`src/sv/assert_macros.svh`:
```
// Assertion helpers used by numeric_literal_parser.sv.
`ifndef ASSERT_MACROS_SVH
`define ASSERT_MACROS_SVH

// Checked only while the block is out of reset.
`define NLP_ASSERT(label, prop, msg) \
  label: assert property (@(posedge clk) disable iff (!rst_n) prop) else $error(msg);

// Checked at every edge, reset included.
`define NLP_ASSERT_ALWAYS(label, prop, msg) \
  label: assert property (@(posedge clk) prop) else $error(msg);

`endif

```
`src/sv/nlp_pkg.sv`:
```
package nlp_pkg;

  localparam int CHAR_W            = 21;
  localparam int IN_TDATA_W        = 24;
  localparam int ACC_WIDTH_DEFAULT = 64;
  localparam int COUNT_WIDTH_DEFAULT = 8;

  localparam logic [CHAR_W-1:0] CH_PLUS   = 21'h00002B;
  localparam logic [CHAR_W-1:0] CH_MINUS  = 21'h00002D;
  localparam logic [CHAR_W-1:0] CH_POINT  = 21'h00002E;
  localparam logic [CHAR_W-1:0] CH_ZERO   = 21'h000030;
  localparam logic [CHAR_W-1:0] CH_ONE    = 21'h000031;
  localparam logic [CHAR_W-1:0] CH_NINE   = 21'h000039;
  localparam logic [CHAR_W-1:0] CH_UP_A   = 21'h000041;
  localparam logic [CHAR_W-1:0] CH_UP_B   = 21'h000042;
  localparam logic [CHAR_W-1:0] CH_UP_F   = 21'h000046;
  localparam logic [CHAR_W-1:0] CH_UP_X   = 21'h000058;
  localparam logic [CHAR_W-1:0] CH_LO_A   = 21'h000061;
  localparam logic [CHAR_W-1:0] CH_LO_B   = 21'h000062;
  localparam logic [CHAR_W-1:0] CH_LO_E   = 21'h000065;
  localparam logic [CHAR_W-1:0] CH_LO_F   = 21'h000066;
  localparam logic [CHAR_W-1:0] CH_LO_X   = 21'h000078;

  // Letters a-f and A-F share their low nibble offset: value = nibble + 9.
  localparam logic [3:0] HEX_LETTER_OFS = 4'd9;

  typedef enum logic [4:0] {
    SEC_DEC  = 5'b00001,
    SEC_FRAC = 5'b00010,
    SEC_EXP  = 5'b00100,
    SEC_HEX  = 5'b01000,
    SEC_BIN  = 5'b10000
  } section_t;

  typedef enum logic [1:0] {
    ERR_NONE    = 2'd0,
    ERR_POINT   = 2'd1,
    ERR_EXPMARK = 2'd2,
    ERR_CHAR    = 2'd3
  } err_t;

  localparam logic [1:0] RADIX_DEC = 2'd0;
  localparam logic [1:0] RADIX_HEX = 2'd1;
  localparam logic [1:0] RADIX_BIN = 2'd2;

  typedef struct packed {
    logic       plus;
    logic       minus;
    logic       zero;
    logic       xmark;
    logic       bmark;
    logic       point;
    logic       emark;
    logic       dec_digit;
    logic       bin_digit;
    logic       hex_letter;
    logic [3:0] value;
  } char_class_t;

endpackage

```
`src/sv/nlp_classify.sv`:
```
module nlp_classify (
  input  logic [nlp_pkg::CHAR_W-1:0] character,
  output nlp_pkg::char_class_t       cls
);
  import nlp_pkg::*;

  logic lo_hex;
  logic up_hex;

  always_comb begin
    lo_hex         = (character >= CH_LO_A) && (character <= CH_LO_F);
    up_hex         = (character >= CH_UP_A) && (character <= CH_UP_F);
    cls.plus       = (character == CH_PLUS);
    cls.minus      = (character == CH_MINUS);
    cls.zero       = (character == CH_ZERO);
    cls.xmark      = (character == CH_LO_X) || (character == CH_UP_X);
    cls.bmark      = (character == CH_LO_B) || (character == CH_UP_B);
    cls.point      = (character == CH_POINT);
    cls.emark      = (character == CH_LO_E);
    cls.dec_digit  = (character >= CH_ZERO) && (character <= CH_NINE);
    cls.bin_digit  = (character == CH_ZERO) || (character == CH_ONE);
    cls.hex_letter = lo_hex || up_hex;
    if (lo_hex || up_hex) begin
      cls.value = character[3:0] + HEX_LETTER_OFS;
    end else begin
      cls.value = character[3:0];
    end
  end

endmodule

```
`src/sv/nlp_core.sv`:
```
module nlp_core #(
  parameter int ACC_WIDTH   = nlp_pkg::ACC_WIDTH_DEFAULT,
  parameter int COUNT_WIDTH = nlp_pkg::COUNT_WIDTH_DEFAULT
) (
  input  logic                   clk,
  input  logic                   rst_n,
  input  logic                   step,
  input  logic                   last,
  input  nlp_pkg::char_class_t   cls,
  output logic                   res_negative,
  output logic [1:0]             res_radix,
  output logic [ACC_WIDTH-1:0]   res_integer,
  output logic [ACC_WIDTH-1:0]   res_fraction,
  output logic [COUNT_WIDTH-1:0] res_count,
  output logic [ACC_WIDTH-1:0]   res_exponent,
  output logic [1:0]             res_error
);
  import nlp_pkg::*;

  logic [1:0]             pos_r, pos_nxt;
  logic                   fwz_r, fwz_nxt;
  section_t               sec_r, sec_nxt;
  logic                   sign_r, sign_nxt;
  logic [ACC_WIDTH-1:0]   int_r, int_nxt;
  logic [ACC_WIDTH-1:0]   frac_r, frac_nxt;
  logic [COUNT_WIDTH-1:0] cnt_r, cnt_nxt;
  logic [ACC_WIDTH-1:0]   exp_r, exp_nxt;
  err_t                   err_r, err_nxt;

  logic [ACC_WIDTH-1:0]   mac_src;
  logic [ACC_WIDTH-1:0]   mac10;
  logic [ACC_WIDTH-1:0]   digit_ext;
  logic                   digit_ok;

  // One times-ten multiply-add serves the decimal integer, fraction and exponent.
  always_comb begin
    digit_ext = ACC_WIDTH'(cls.value);
    case (sec_r)
      SEC_FRAC: mac_src = frac_r;
      SEC_EXP:  mac_src = exp_r;
      default:  mac_src = int_r;
    endcase
    mac10 = (mac_src << 3) + (mac_src << 1) + digit_ext;
    case (sec_r)
      SEC_BIN: digit_ok = cls.bin_digit;
      SEC_HEX: digit_ok = cls.dec_digit || cls.hex_letter;
      default: digit_ok = cls.dec_digit;
    endcase
  end

  always_comb begin
    pos_nxt  = (pos_r == 2'd2) ? pos_r : pos_r + 2'd1;
    fwz_nxt  = fwz_r;
    sec_nxt  = sec_r;
    sign_nxt = sign_r;
    int_nxt  = int_r;
    frac_nxt = frac_r;
    cnt_nxt  = cnt_r;
    exp_nxt  = exp_r;
    err_nxt  = err_r;
    // Once an error is latched, characters only advance the position.
    if (err_r == ERR_NONE) begin
      if ((pos_r == 2'd0) && cls.zero) begin
        fwz_nxt = 1'b1;
      end
      if ((pos_r == 2'd0) && cls.plus) begin
        sign_nxt = sign_r;
      end else if ((pos_r == 2'd0) && cls.minus) begin
        sign_nxt = 1'b1;
      end else if ((pos_r == 2'd1) && fwz_r && cls.xmark) begin
        sec_nxt = SEC_HEX;
      end else if ((pos_r == 2'd1) && fwz_r && cls.bmark) begin
        sec_nxt = SEC_BIN;
      end else if (cls.point) begin
        if (sec_r == SEC_DEC) begin
          sec_nxt = SEC_FRAC;
        end else begin
          err_nxt = ERR_POINT;
        end
      end else if (cls.emark && (sec_r != SEC_HEX)) begin
        if ((sec_r == SEC_DEC) || (sec_r == SEC_FRAC)) begin
          sec_nxt = SEC_EXP;
        end else begin
          err_nxt = ERR_EXPMARK;
        end
      end else if (!digit_ok) begin
        err_nxt = ERR_CHAR;
      end else begin
        case (sec_r)
          SEC_HEX: int_nxt = {int_r[ACC_WIDTH-5:0], cls.value};
          SEC_BIN: int_nxt = {int_r[ACC_WIDTH-2:0], cls.value[0]};
          SEC_FRAC: begin
            frac_nxt = mac10;
            if (cnt_r != {COUNT_WIDTH{1'b1}}) begin
              cnt_nxt = cnt_r + COUNT_WIDTH'(1);
            end
          end
          SEC_EXP: exp_nxt = mac10;
          default: int_nxt = mac10;
        endcase
      end
    end
  end

  always_comb begin
    res_negative = sign_nxt;
    case (sec_nxt)
      SEC_HEX: res_radix = RADIX_HEX;
      SEC_BIN: res_radix = RADIX_BIN;
      default: res_radix = RADIX_DEC;
    endcase
    res_integer  = int_nxt;
    res_fraction = frac_nxt;
    res_count    = cnt_nxt;
    res_exponent = exp_nxt;
    res_error    = err_nxt;
  end

  always_ff @(posedge clk) begin
    if (!rst_n || (step && last)) begin
      pos_r  <= 2'd0;
      fwz_r  <= 1'b0;
      sec_r  <= SEC_DEC;
      sign_r <= 1'b0;
      int_r  <= '0;
      frac_r <= '0;
      cnt_r  <= '0;
      exp_r  <= '0;
      err_r  <= ERR_NONE;
    end else if (step) begin
      pos_r  <= pos_nxt;
      fwz_r  <= fwz_nxt;
      sec_r  <= sec_nxt;
      sign_r <= sign_nxt;
      int_r  <= int_nxt;
      frac_r <= frac_nxt;
      cnt_r  <= cnt_nxt;
      exp_r  <= exp_nxt;
      err_r  <= err_nxt;
    end
  end

endmodule

```
`src/sv/numeric_literal_parser.sv`:
```
// Numeric literal parser.
// Input channel (in_*): one code point per transaction in in_tdata[20:0]; in_tlast
// marks the final character of a literal. Signs, 0x/0b prefixes, decimal digits,
// a fraction after '.', and an unsigned exponent after 'e' are recognized.
// Result channel (out_*): one transaction per literal, issued for the character
// that carries in_tlast. Fields are packed in out_tdata as listed at the port.
// The result is valid in the cycle after the last character is accepted.
// Throughput: one character per cycle while in_tready is high; the per-character
// path is a single times-ten multiply-add over the state registers.
// The result sits in a one-entry output register. While it waits, in_tready stays
// high as long as out_tready is high; when the receiver stalls with a result held,
// in_tready drops and no character is taken until that result leaves.
// Reset clears the parse state to an empty literal and empties the output register.
// Every last character returns the parse state to that same empty condition.
`include "assert_macros.svh"

module numeric_literal_parser #(
  parameter int ACC_WIDTH   = nlp_pkg::ACC_WIDTH_DEFAULT,
  parameter int COUNT_WIDTH = nlp_pkg::COUNT_WIDTH_DEFAULT
) (
  input  logic                                clk,
  input  logic                                rst_n,
  input  logic                                in_tvalid,
  output logic                                in_tready,
  // character (21 bits), zero padded
  input  logic [nlp_pkg::IN_TDATA_W-1:0]      in_tdata,
  input  logic                                in_tlast,
  output logic                                out_tvalid,
  input  logic                                out_tready,
  // negative, radix, integer_part, fraction_value, fraction_digits,
  // exponent_value, error_code, zero padded
  output logic [((3*ACC_WIDTH+COUNT_WIDTH+5+7)/8)*8-1:0] out_tdata
);
  import nlp_pkg::*;

  localparam int OUT_BITS    = 3*ACC_WIDTH + COUNT_WIDTH + 5;
  localparam int OUT_TDATA_W = ((OUT_BITS + 7) / 8) * 8;

  char_class_t            cls;
  logic                   in_fire;
  logic                   res_negative;
  logic [1:0]             res_radix;
  logic [ACC_WIDTH-1:0]   res_integer;
  logic [ACC_WIDTH-1:0]   res_fraction;
  logic [COUNT_WIDTH-1:0] res_count;
  logic [ACC_WIDTH-1:0]   res_exponent;
  logic [1:0]             res_error;
  logic [OUT_TDATA_W-1:0] out_tdata_r, out_tdata_nxt;
  logic                   out_tvalid_r, out_tvalid_nxt;

  assign in_tready = !out_tvalid_r || out_tready;
  assign in_fire   = in_tvalid && in_tready;

  nlp_classify u_classify (
    .character (in_tdata[CHAR_W-1:0]),
    .cls       (cls)
  );

  nlp_core #(
    .ACC_WIDTH   (ACC_WIDTH),
    .COUNT_WIDTH (COUNT_WIDTH)
  ) u_core (
    .clk          (clk),
    .rst_n        (rst_n),
    .step         (in_fire),
    .last         (in_tlast),
    .cls          (cls),
    .res_negative (res_negative),
    .res_radix    (res_radix),
    .res_integer  (res_integer),
    .res_fraction (res_fraction),
    .res_count    (res_count),
    .res_exponent (res_exponent),
    .res_error    (res_error)
  );

  always_comb begin
    out_tvalid_nxt = out_tvalid_r && !out_tready;
    out_tdata_nxt  = out_tdata_r;
    if (in_fire && in_tlast) begin
      out_tvalid_nxt = 1'b1;
      out_tdata_nxt  = OUT_TDATA_W'({res_error, res_exponent, res_count, res_fraction,
                                     res_integer, res_radix, res_negative});
    end
  end

  always_ff @(posedge clk) begin
    if (!rst_n) begin
      out_tvalid_r <= 1'b0;
    end else begin
      out_tvalid_r <= out_tvalid_nxt;
    end
  end

  always_ff @(posedge clk) begin
    out_tdata_r <= out_tdata_nxt;
  end

  assign out_tvalid = out_tvalid_r;
  assign out_tdata  = out_tdata_r;

  `NLP_ASSERT(a_result_follows_last, (in_fire && in_tlast) |=> out_tvalid_r, "result lost after last character")
  `NLP_ASSERT(a_result_from_last, $rose(out_tvalid_r) |-> $past(in_fire && in_tlast), "result without last character")
  `NLP_ASSERT(a_radix_code, out_tvalid_r |-> (out_tdata_r[2:1] != 2'd3), "undefined radix code")
  `NLP_ASSERT_ALWAYS(a_reset_empty, $past(!rst_n) |-> !out_tvalid_r, "output valid right after reset")

endmodule

```
`config.mk`:
```
export PLATFORM = sky130hd
export DESIGN_NAME = numeric_literal_parser
export DESIGN_NICKNAME = d
export VERILOG_FILES = /design/src/sv/nlp_pkg.sv /design/src/sv/nlp_classify.sv /design/src/sv/nlp_core.sv /design/src/sv/numeric_literal_parser.sv
export VERILOG_INCLUDE_DIRS = /design/src /design/src/sv
export SDC_FILE = /design/constraint.sdc
export NUM_CORES = 1
export LEC_CHECK = 0
export BUFFER_PORTS_ARGS = -buffer_cell sky130_fd_sc_hd__buf_2
export CAP_MARGIN = 5
export CELL_PAD_IN_SITES_DETAIL_PLACEMENT = 1
export CELL_PAD_IN_SITES_GLOBAL_PLACEMENT = 2
export CORE_AREA = 2 2 253 255
export CTS_CLUSTER_SIZE = 25
export DETAILED_ROUTE_END_ITERATION = 12
export DIE_AREA = 0 0 255 257
export GPL_TIMING_DRIVEN = 0
export PLACE_DENSITY = 0.92
export SLEW_MARGIN = 30
export SYNTH_ARGS = -nofsm -noshare
export SYNTH_HDL_FRONTEND = slang
export SYNTH_HIERARCHICAL = 1
export SYNTH_SLANG_ARGS = --single-unit
```
`constraint.sdc`:
```
create_clock -name clk -period 6.3 [get_ports clk]
set_input_delay 0.63 -clock clk [delete_from_list [all_inputs] [get_ports clk]]
set_output_delay 0.63 -clock clk [all_outputs]
set_load 0.05 [all_outputs]
```
# Yosys cells after proc, flatten, opt, wreduce, memory -nomap -nowiden

Index checks and enable logic that the tools add are counted.
Widths: inputs -> output; s select.

Add/subtract/negate cells: 5
Magnitude comparators: 6
Equal/unequal tests: 21
Muxes and demuxes: 64
Bitwise logic cells: 1
Reductions and logical operators: 29

Operators with widths:

| operator            | count |
|---|---|
| $mux 64             | 26 |
| $pmux 64 s3         | 1 |
| $pmux 63 s2         | 1 |
| $eq 21x6->1 const B | 5 |
| $eq 21x7->1 const B | 5 |
| $mux 8              | 10 |
| $add 64x4->64       | 1 |
| $add 64x64->64      | 1 |
| $mux 5              | 9 |
| $ge 21x7->1 const B | 2 |
| $le 21x7->1 const B | 2 |
| $ge 21x6->1 const B | 1 |
| $le 21x6->1 const B | 1 |
| $mux 2              | 10 |
| $logic_and 1x1->1   | 13 |
| $eq 5x4->1 const B  | 2 |
| $eq 5x5->1 const B  | 2 |
| $add 8x1->8 const B | 1 |
| $logic_or 1x1->1    | 8 |
| $ne 8x8->1 const B  | 1 |
| $eq 5x1->1 const B  | 1 |
| $eq 5x2->1 const B  | 1 |
| $eq 5x3->1 const B  | 1 |
| $ne 5x4->1 const B  | 1 |
| 14 further kinds    | 20 |

Flip-flop bits (word level): 417
Input port bits: 29
Output and inout port bits: 210
Word-level logic and storage cells: 137

# Logic depth before layout (Yosys ltp)

Gate-level depths: netlist of run 1.

Depth after elaboration: 14
Depth in mapped cells: 23
Gate-level depth less buffers: 21

# By module

Netlist of run 1, hierarchy kept.

By module, submodules not included:

| module                 | times used | cells each | area each (µm²) |
|---|---|---|---|
| nlp_core               | 1          | 2268       | 16349.4 |
| numeric_literal_parser | 1          | 215        | 6253.5 |
| nlp_classify           | 1          | 50         | 362.8 |

# Least setup slack after synthesis of run 1

Ideal clock, no wire load.

Kind: reg-to-reg
From: register u_core.sec_r[0]
To: register out_tdata_r[201] (netlist: out_tdata[201]) (data pin)
Setup time: 269 ps
Arrival: 5071 ps
Required time: 6031 ps
Path slack: 960 ps
Cell stages (with the launch flop): 21
Buffers on the path: 4
Period minus slack after synthesis: 5340 ps
Cell sequence: dfxtp_1 > clkbuf_1 > or3_1 > clkbuf_1 > a21o_1 > clkbuf_1 > clkbuf_1 > a222oi_1 > fa_1 > fa_1 > and2b_1 > o21ai_1 > a21oi_2 > o211ai_1 > a31oi_2 > a211oi_2 > o21a_2 > o41ai_4 > a311oi_1 > xor2_1 > o21ai_0

Cells in the longest elaborated chain, start to end: 13

Ends and longest elaborated chain:

| element                                         | line                           | source |
|---|---|---|
| from (decl)                                     | nlp_core.sv:22                 | `section_t sec_r, sec_nxt;` |
| from (signal assigned)                          | nlp_core.sv:133                | `sec_r <= sec_nxt;` |
| $eq 5x3->1 / $eq 5x2->1 (equally long branches) | nlp_core.sv:38, nlp_core.sv:89 |  |
| $pmux 63 s2                                     | nlp_core.sv:38                 | `case (sec_r)` |
| $add 64x64->64                                  | nlp_core.sv:43                 | `mac10 = (mac_src << 3) + (mac_src << 1) + digit_ext;` |
| $add 64x4->64                                   | nlp_core.sv:43                 |  |
| $mux 64                                         | nlp_core.sv:89                 | `case (sec_r)` |
| $mux 64                                         | nlp_core.sv:86                 | `end else if (!digit_ok) begin` |
| $mux 64 *                                       | nlp_core.sv:80                 | `end else if (cls.emark && (sec_r != SEC_HEX)) begin` |
| $mux 64 *                                       | nlp_core.sv:74                 | `end else if (cls.point) begin` |
| $mux 64 *                                       | nlp_core.sv:72                 | `end else if ((pos_r == 2'd1) && fwz_r && cls.bmark) begin` |
| $mux 64 *                                       | nlp_core.sv:70                 | `end else if ((pos_r == 2'd1) && fwz_r && cls.xmark) begin` |
| $mux 64 *                                       | nlp_core.sv:68                 | `end else if ((pos_r == 2'd0) && cls.minus) begin` |
| $mux 64 *                                       | nlp_core.sv:66                 | `if ((pos_r == 2'd0) && cls.plus) begin` |
| $mux 64 *                                       | nlp_core.sv:62                 | `if (err_r == ERR_NONE) begin` |
| named net res_exponent[62]                      | numeric_literal_parser.sv:46   | `logic [ACC_WIDTH-1:0] res_exponent;` |
| to (signal assigned)                            | numeric_literal_parser.sv:96   | `out_tdata_r <= out_tdata_nxt;` |
| to (decl)                                       | numeric_literal_parser.sv:48   | `logic [OUT_TDATA_W-1:0] out_tdata_r, out_tdata_nxt;` |

Mark *: on every way through the listed nets, which the timed path passes. The rest lies on a longest branch.
A chain may end at the register's enable or synchronous reset.

# Final worst setup path of run 1

From: register u_core.sec_r[0]
To: register out_tdata_r[37] (netlist: out_tdata[37]) (data pin)

Cells in the longest elaborated chain, start to end: 13

Ends and longest elaborated chain:

| element                                         | line                           | source |
|---|---|---|
| $eq 5x3->1 / $eq 5x2->1 (equally long branches) | nlp_core.sv:38, nlp_core.sv:89 |  |
| $pmux 63 s2                                     | nlp_core.sv:38                 |  |
| $add 64x64->64                                  | nlp_core.sv:43                 |  |
| $add 64x4->64                                   | nlp_core.sv:43                 |  |
| $pmux 64 s3                                     | nlp_core.sv:89                 |  |
| $mux 64                                         | nlp_core.sv:86                 |  |
| $mux 64 *                                       | nlp_core.sv:80                 |  |
| $mux 64 *                                       | nlp_core.sv:74                 |  |
| $mux 64 *                                       | nlp_core.sv:72                 |  |
| $mux 64 *                                       | nlp_core.sv:70                 |  |
| $mux 64 *                                       | nlp_core.sv:68                 |  |
| $mux 64 *                                       | nlp_core.sv:66                 |  |
| $mux 64 *                                       | nlp_core.sv:62                 |  |
| named net res_integer[34]                       | numeric_literal_parser.sv:43   | `logic [ACC_WIDTH-1:0] res_integer;` |

Marks and branches as above.

==> out/results.ini, run 1 <==
[cells_and_area]
design.final.nets=3001
layout-drive-gt1-share_pct=16.7
area.sequential_um2=10400
finish.instance_area_um2=27500
flow.area_growth_from_synthesis_pct=19.8
final.fill_count=7347
multi_input_comb_area_um2=11700

[flow_run]
cap_viol_max_count=0

[setup_path]
worst_path_largest_cell_delay_ns=0.57
path_max_fanout=10
crit_path_cell_trace=or3_1 > nor2_4 > clkbuf_2 > a222oi_1 > buf_4 > fa_1 > fa_1 > and2b_1 > o21ai_1 > a21oi_2 > o211ai_1 > buf_4 > a31oi_4 > buf_12 > a211oi_4 > o41ai_1 > xnor2_1 > o21a_1 > o21ai_0
timing.critical_path.required_ns=6.63
timing.setup.critical_path_class=reg -> reg
critPathCaptureType=register
setup.worst_path.start_class=register
critical_path.n_buffers_inverters=4
critPathSlowestCell=o21ai_0
timing.critical_path.arrival_ns=6.57
family_of_cells_with_the_greatest_summed_delay_on_the_critical_path=compound AO/OA/AOI/OAI gates

[global_route]
grt_first_pass_wirelength_mm=148
grt_start_max_net_pins=29
grt_most_used_layer=met2
grt_use_met2_pct=50.6
grt_pass1_vias=23000
gr-usage-met3_pct=6.02
grt_overflow=0
met1_usage_pct=36.6
initial_antenna_violation_count=5
track_usage_pct=30.2

[pwr]
total_power_w=0.00647
peakVddDrop_uv=186
powerDensity_nw_per_um2=235
power.leakage_nw=11.0

[clock_network]
clock_sinks=417
clk_transition_reported_paths_ns=0.06
tritoncts=built
clockBufferDepth=3
ctsHoldBuffers=0
cts_made_buffers=48
clock_insertion_delay_worst_skew_ns=0.64
cts.root.buffer_cell=clkbuf_16
htreeDepth=2

[synth]
yosys.cell_types.count=92
ys.flop_type=dfxtp_1
synth.avg_cell_area_um2=9.07
yosys_warnings=6
ys_async_sr_fraction_pct=0
synth.cell_area_um2=23000
syn-instance-count=2533
synth-edff-count=205
yosys_register_bits=417
ys_seq_area_share_pct=45.3

[sta]
total_neg_setup_slack_ns=0
post-route-period-util_pct=99.0
final.hold.worst_slack_ns=0.309
max_freq_mhz=160
timing.max_slew.rel_slack_pct=31.4
timing_worst_slew_pin_value_ns=1.03
fin_skew_ns=0.0386
final_hold_fails=0
final_period_minus_worst_setup_slack_ns=6.24
timing_max_transition_violations_final=0
setup_viol=0

[die]
fp.dieW_um=255
ios=239
num_rows=92
initial_core_util_pct=36.6
design.core.area_um2=62700
die_h_um=257
die_area_um2=65500

[place]
gpl.final_weighted_congestion=0.941
dp.final_hpwl_mm=76.3
postPlaceCellArea_um2=25400
port-buffer-count=231

[outcome]
run_status=finished, final reports clean

[route]
drt_iter0_drc=2588
drt-pass1-iter-count=9
routedWlPerCell_um=27.1
drt-vias-per-instance=6.01
final_antenna_net_count=0
route.vias.total=22400
finalWirelength_mm=101
post-route-drc-count=0

[hold_path]
holdCritPathClass=in -> reg

==> through the flow <==
step                      util, %  cells  setup WS (ns)
final                        43.9   3729         0.0620
after CTS                    43.7   3724        0.00139
after detailed placement     40.5   3620          -1.20
after floorplan                 -   2535          0.960
after global placement       40.1   3612          -1.44
after global routing         43.8   3726        -0.0602
==> path summary, 6_finish.rpt <==
kind / cells after the start / slack [ns] / to / start
worst max-delay path: 19 / 0.06 / out_tdata[37] / u_core/sec_r[0]
worst min-delay path: 2 / 0.31 / out_tvalid / rst_n
worst max register to register: 19 / 0.06 / out_tdata[37] / u_core/sec_r[0]
worst min register to register: 2 / 0.47 / u_core/exp_r[63] / u_core/exp_r[63]
==> cells by family (layout without fill, tap and decap cells) <==
kind of cell             count (synthesis)  in the layout  synth area share (%)
AND/OR/NAND/NOR                        849            849                  15.8
flip-flops                             417            417                  45.3
multiplexers                            79             79                  3.68
XOR/XNOR                                73             73                  2.82
adder cells (fa/ha/maj)                132            132                  7.26
other                                    1              6                0.0163
buffers and inverters                  281            626                  4.76
AO/OA/AOI/OAI                          701            701                  20.4
==> what timing repair did <==
item,CTS,global route
resized for setup,52,13
cloned,0,0
pin swaps,14,7
setup endpoints to repair,232,95
setup buffers,15,4
==> synthesized netlist by cell type, types with 38 or more instances <==
library cell	number	area, um2
a21oi_1	201	1010
a222oi_1	102	1020
clkbuf_1	137	514
dfxtp_1	212	4240
edfxtp_1	205	6160
ha_1	130	1630
inv_1	102	383
mux2_2	43	484
nand2_1	434	1630
nand3_1	40	200
nor2_1	237	890
nor3_1	38	190
o21ai_0	193	966
xnor2_1	45	394
==> state kept, by name, summed over array words and instances, names as in the netlist <==
| signal | cells |
|---|---|
| out_tdata | 205 |
| u_core/exp_r | 64 |
| u_core/frac_r | 64 |
| u_core/int_r | 64 |
| u_core/cnt_r | 8 |
| u_core/sec_r | 5 |
| u_core/err_r | 2 |
| u_core/pos_r | 2 |
| out_tvalid | 1 |
| u_core/fwz_r | 1 |
| u_core/sign_r | 1 |
==> cells in the final DEF, fill, tap and decap left out, types with 130 or more instances in the layout <==
| master | instances |
|---|---|
| a21oi_1 | 198 |
| buf_2 | 252 |
| clkbuf_1 | 135 |
| dfxtp_1 | 212 |
| edfxtp_1 | 205 |
| ha_1 | 130 |
| nand2_1 | 434 |
| nor2_1 | 235 |
| o21ai_0 | 185 |
==> worst reg2reg max path, delay by kind of cell, from the launching register on <==
| family | cells | cell delay (ns) |
|---|---|---|
| AOI/OAI and AO/OA | 9 | 2.22 |
| xor gates and xnor gates | 1 | 0.30 |
| adders and majority gates | 2 | 1.01 |
| buffers and inverters | 4 | 0.88 |
| DFF | 1 | 0.39 |
| and+or+nand+nor | 3 | 1.15 |
==> power by group <==
group | total, W | internal [W] | switching [W]
Clock | 0.00298 | 0.00172 | 0.00126
Sequential | 0.00294 | 0.00291 | 0.0000306
Combinational | 0.000550 | 0.000117 | 0.000433
==> per-layer routing <==
| metal | up-vias | part of all wire (%) |
|---|---|---|
| li1 | 9833 | - |
| met1 | 11200 | 39 |
| met2 | 1118 | 47 |
| met3 | 269 | 7.9 |
| met4 | 4 | 5.8 |
| met5 | - | 0.014 |
==> layout make-up <==
type | count | area share (%)
buffer | 176 | 2.65
tap | 846 | 3.85
inverter | 102 | 1.39
clock buffer | 63 | 4.75
timing repair buffer | 258 | 5.61
clock inverter | 27 | 1.26
antenna | 3 | 0.0273
multi-input combinational | 1837 | 42.7
sequential | 417 | 37.8
No activity file was read; power rests on OpenSTA's default activity.
==> run 2, diff against run 1 <==
Settings changed: TNS_END_PERCENT set to 5.
Clock period 6.3 ns to 6.7 ns, I/O delays scaled along.
==> run 2 against run 1 <==
The flow now finishes with violations (setup timing). Critical path depth grew 1. Cell count shrank 0.32%. Die area is the same. Design area shrank 0.89%. Flip-flop and latch count is the same. Worst hold slack gained 0.043 ns. Sequential share of layout area grew 0.34 points. Clock-buffer cell count is the same. Non-clock buffer count shrank 11. Largest power group unchanged.
==> out/results.ini, run 2 (synthesized netlist as in run 1, its figures left out) <==
[cells_and_area]
flow.area_growth_from_synthesis_pct=18.8
layout-drive-gt1-share_pct=15.8  ; -0.91 points
layout.cells.most_common_list=434 x nand2_1, 255 x buf_2, 235 x nor2_1, 212 x dfxtp_1, 205 x edfxtp_1
design.final.nets=2990  ; -0.37%
largest_register_ffs=205  ; unchanged
final_common_cell=nand2_1
post_layout_nonfiller_instances=3717  ; -0.32%

[clock_network]
clockBufferDepth=3  ; unchanged
tritoncts=built
ctsHoldBuffers=0  ; unchanged
cts.root.buffer_cell=clkbuf_16
clock_insertion_delay_worst_skew_ns=0.63  ; about the same
clk_transition_reported_paths_ns=0.06  ; about the same
clock_sinks=417  ; unchanged
cts_made_buffers=48  ; unchanged
htreeDepth=2  ; unchanged

[sta]
grt_setup_unrepaired=yes
final.setup.worst_slack_ns=-0.0626  ; -0.125 ns
timing_worst_slew_pin_value_ns=1.03  ; -0.000322 ns
final.hold.worst_slack_ns=0.352  ; +0.0429 ns
setup_viol=5  ; +5
timing_max_transition_violations_final=0  ; unchanged
fin_skew_ns=0.0335  ; -0.00512 ns
final_hold_fails=0  ; unchanged
final_period_minus_worst_setup_slack_ns=6.76  ; +0.525 ns
post-route-period-util_pct=101  ; +1.9 points
max_freq_mhz=148  ; -7.8%
timing.max_slew.rel_slack_pct=31.5  ; about the same

[setup_path]
setup.worst_path.start_class=register
timing.setup.critical_path_class=reg -> reg
timing.critical_path.arrival_ns=7.11  ; +0.54 ns
critPathCaptureType=register
path_max_fanout=10  ; unchanged
timing.critical_path.required_ns=7.05  ; +0.42 ns

[route]
drt-pass1-iter-count=9  ; unchanged
final_antenna_net_count=0  ; unchanged
drt-vias-per-instance=6.03  ; +0.29%
finalWirelength_mm=100  ; -0.57%
drt_iter0_drc=2435  ; -5.9%
routedWlPerCell_um=27.0  ; -0.25%
post-route-drc-count=0  ; unchanged
route.vias.total=22400  ; -0.031%

[outcome]
failed_checks=setup timing
run_status=finished with violations

[pwr]
peakVddDrop_uv=172  ; -7.5%
powerDensity_nw_per_um2=223  ; -5.2%
power.leakage_nw=10.9  ; -1.1%
total_power_w=0.00608  ; -6.1%

[global_route]
track_usage_pct=30.1  ; -0.12 points
initial_antenna_violation_count=6  ; +1
grt_start_max_net_pins=29  ; unchanged
grt_overflow=0  ; unchanged
grt_pass1_vias=22900  ; -0.22%
grt_first_pass_wirelength_mm=148  ; -0.35%

[place]
gpl.final_weighted_congestion=0.941  ; unchanged
port-buffer-count=231  ; unchanged
dp.final_hpwl_mm=76.3  ; unchanged
dpl.cell_count=3620  ; unchanged

[die]
die_area_um2=65500  ; unchanged
initial_core_util_pct=36.6  ; unchanged
num_rows=92  ; unchanged
die_h_um=257  ; unchanged
ios=239  ; unchanged
design.core.area_um2=62700  ; unchanged
fp.dieW_um=255  ; unchanged

[flow_run]
cap_viol_max_count=0  ; unchanged

[hold_path]
holdCritPathClass=in -> reg

==> run 2: cell count changes in the layout (fill, tap and decap cells not counted), sizes merged <==
| cell | before | now |
|---|---|---|
| buf | 296 | 286 |
| diode | 3 | 2 |
| clkbuf | 201 | 200 |
==> run 2: path summary, 6_finish.rpt <==
check                                        from                 to  slack (ns)  cells after the start
worst max-delay path              u_core/sec_r[0]      out_tdata[60]       -0.06                     20
worst min-delay path                        rst_n         out_tvalid        0.35                      2
worst max register to register    u_core/sec_r[0]      out_tdata[60]       -0.06                     20
worst min register to register  u_core/frac_r[63]  u_core/frac_r[63]        0.46                      2
==> run 2: power breakdown <==
group / switching (W) / internal (W) / total [W]
Combinational: 0.000407 / 0.000110 / 0.000518
Sequential: 0.0000284 / 0.00273 / 0.00276
Clock: 0.00118 / 0.00162 / 0.00280
==> run 2: critical path: stages (launching register included) <==
cell	delay (ns)
dfxtp_1	0.30
clkbuf_1	0.19
or3_1	0.38
clkbuf_1	0.17
nor2_4	0.46
clkbuf_1	0.65
a222oi_1	0.20
inv_1	0.13
ha_1	0.24
ha_1	0.46
a21oi_1	0.38
o21ai_0	0.13
a21oi_1	0.36
nand3_2	0.29
a31oi_4	0.34
o21ai_4	0.20
a21boi_2	0.46
o21ai_1	0.17
xnor2_1	0.26
and2_4	0.22
o31ai_1	0.48
==> run 2: metal layers <==
metal | GRT usage (%) | vias to the layer above | part of all wire (%)
met4 | 15.3 | 6 | 5.8
met3 | 6.10 | 285 | 8.0
met5 | 0 | - | 0.029
met1 | 36.4 | 11200 | 39
met2 | 50.5 | 1106 | 47
li1 | - | 9819 | -
==> run 2: cell type report <==
| class | instances | area, um2 |
|---|---|---|
| clock buffer | 63 | 1310 |
| sequential | 417 | 10400 |
| inverter | 102 | 383 |
| antenna | 2 | 5.00 |
| tap | 846 | 1060 |
| multi-input combinational | 1837 | 11600 |
| fill | 7366 | 35500 |
| buffer | 178 | 723 |
| timing repair buffer | 245 | 1420 |
| clock inverter | 27 | 347 |
==> run 2: through the flow <==
stage / setup TNS [ns] / instance area (um2) / worst slack, ns / utilization [%]
after detailed placement: -33.40 / 25400 / -0.800 / 40.5
after CTS: 0 / 27200 / 0.00415 / 43.3
after global placement: -55.16 / 25200 / -1.04 / 40.1
after global routing: -0.836 / 27300 / -0.161 / 43.5
after floorplan: 0 / 23000 / 1.36 / -
final: -0.125 / 27300 / -0.0626 / 43.5
==> run 2: repair_timing <==
action / CTS / global route
endpoints found under the hold margin: 0 / 0
pin swaps: 5 / 3
setup endpoints to repair: 151 / 57
gates resized for setup: 25 / 15
buffers inserted: 3 / 3
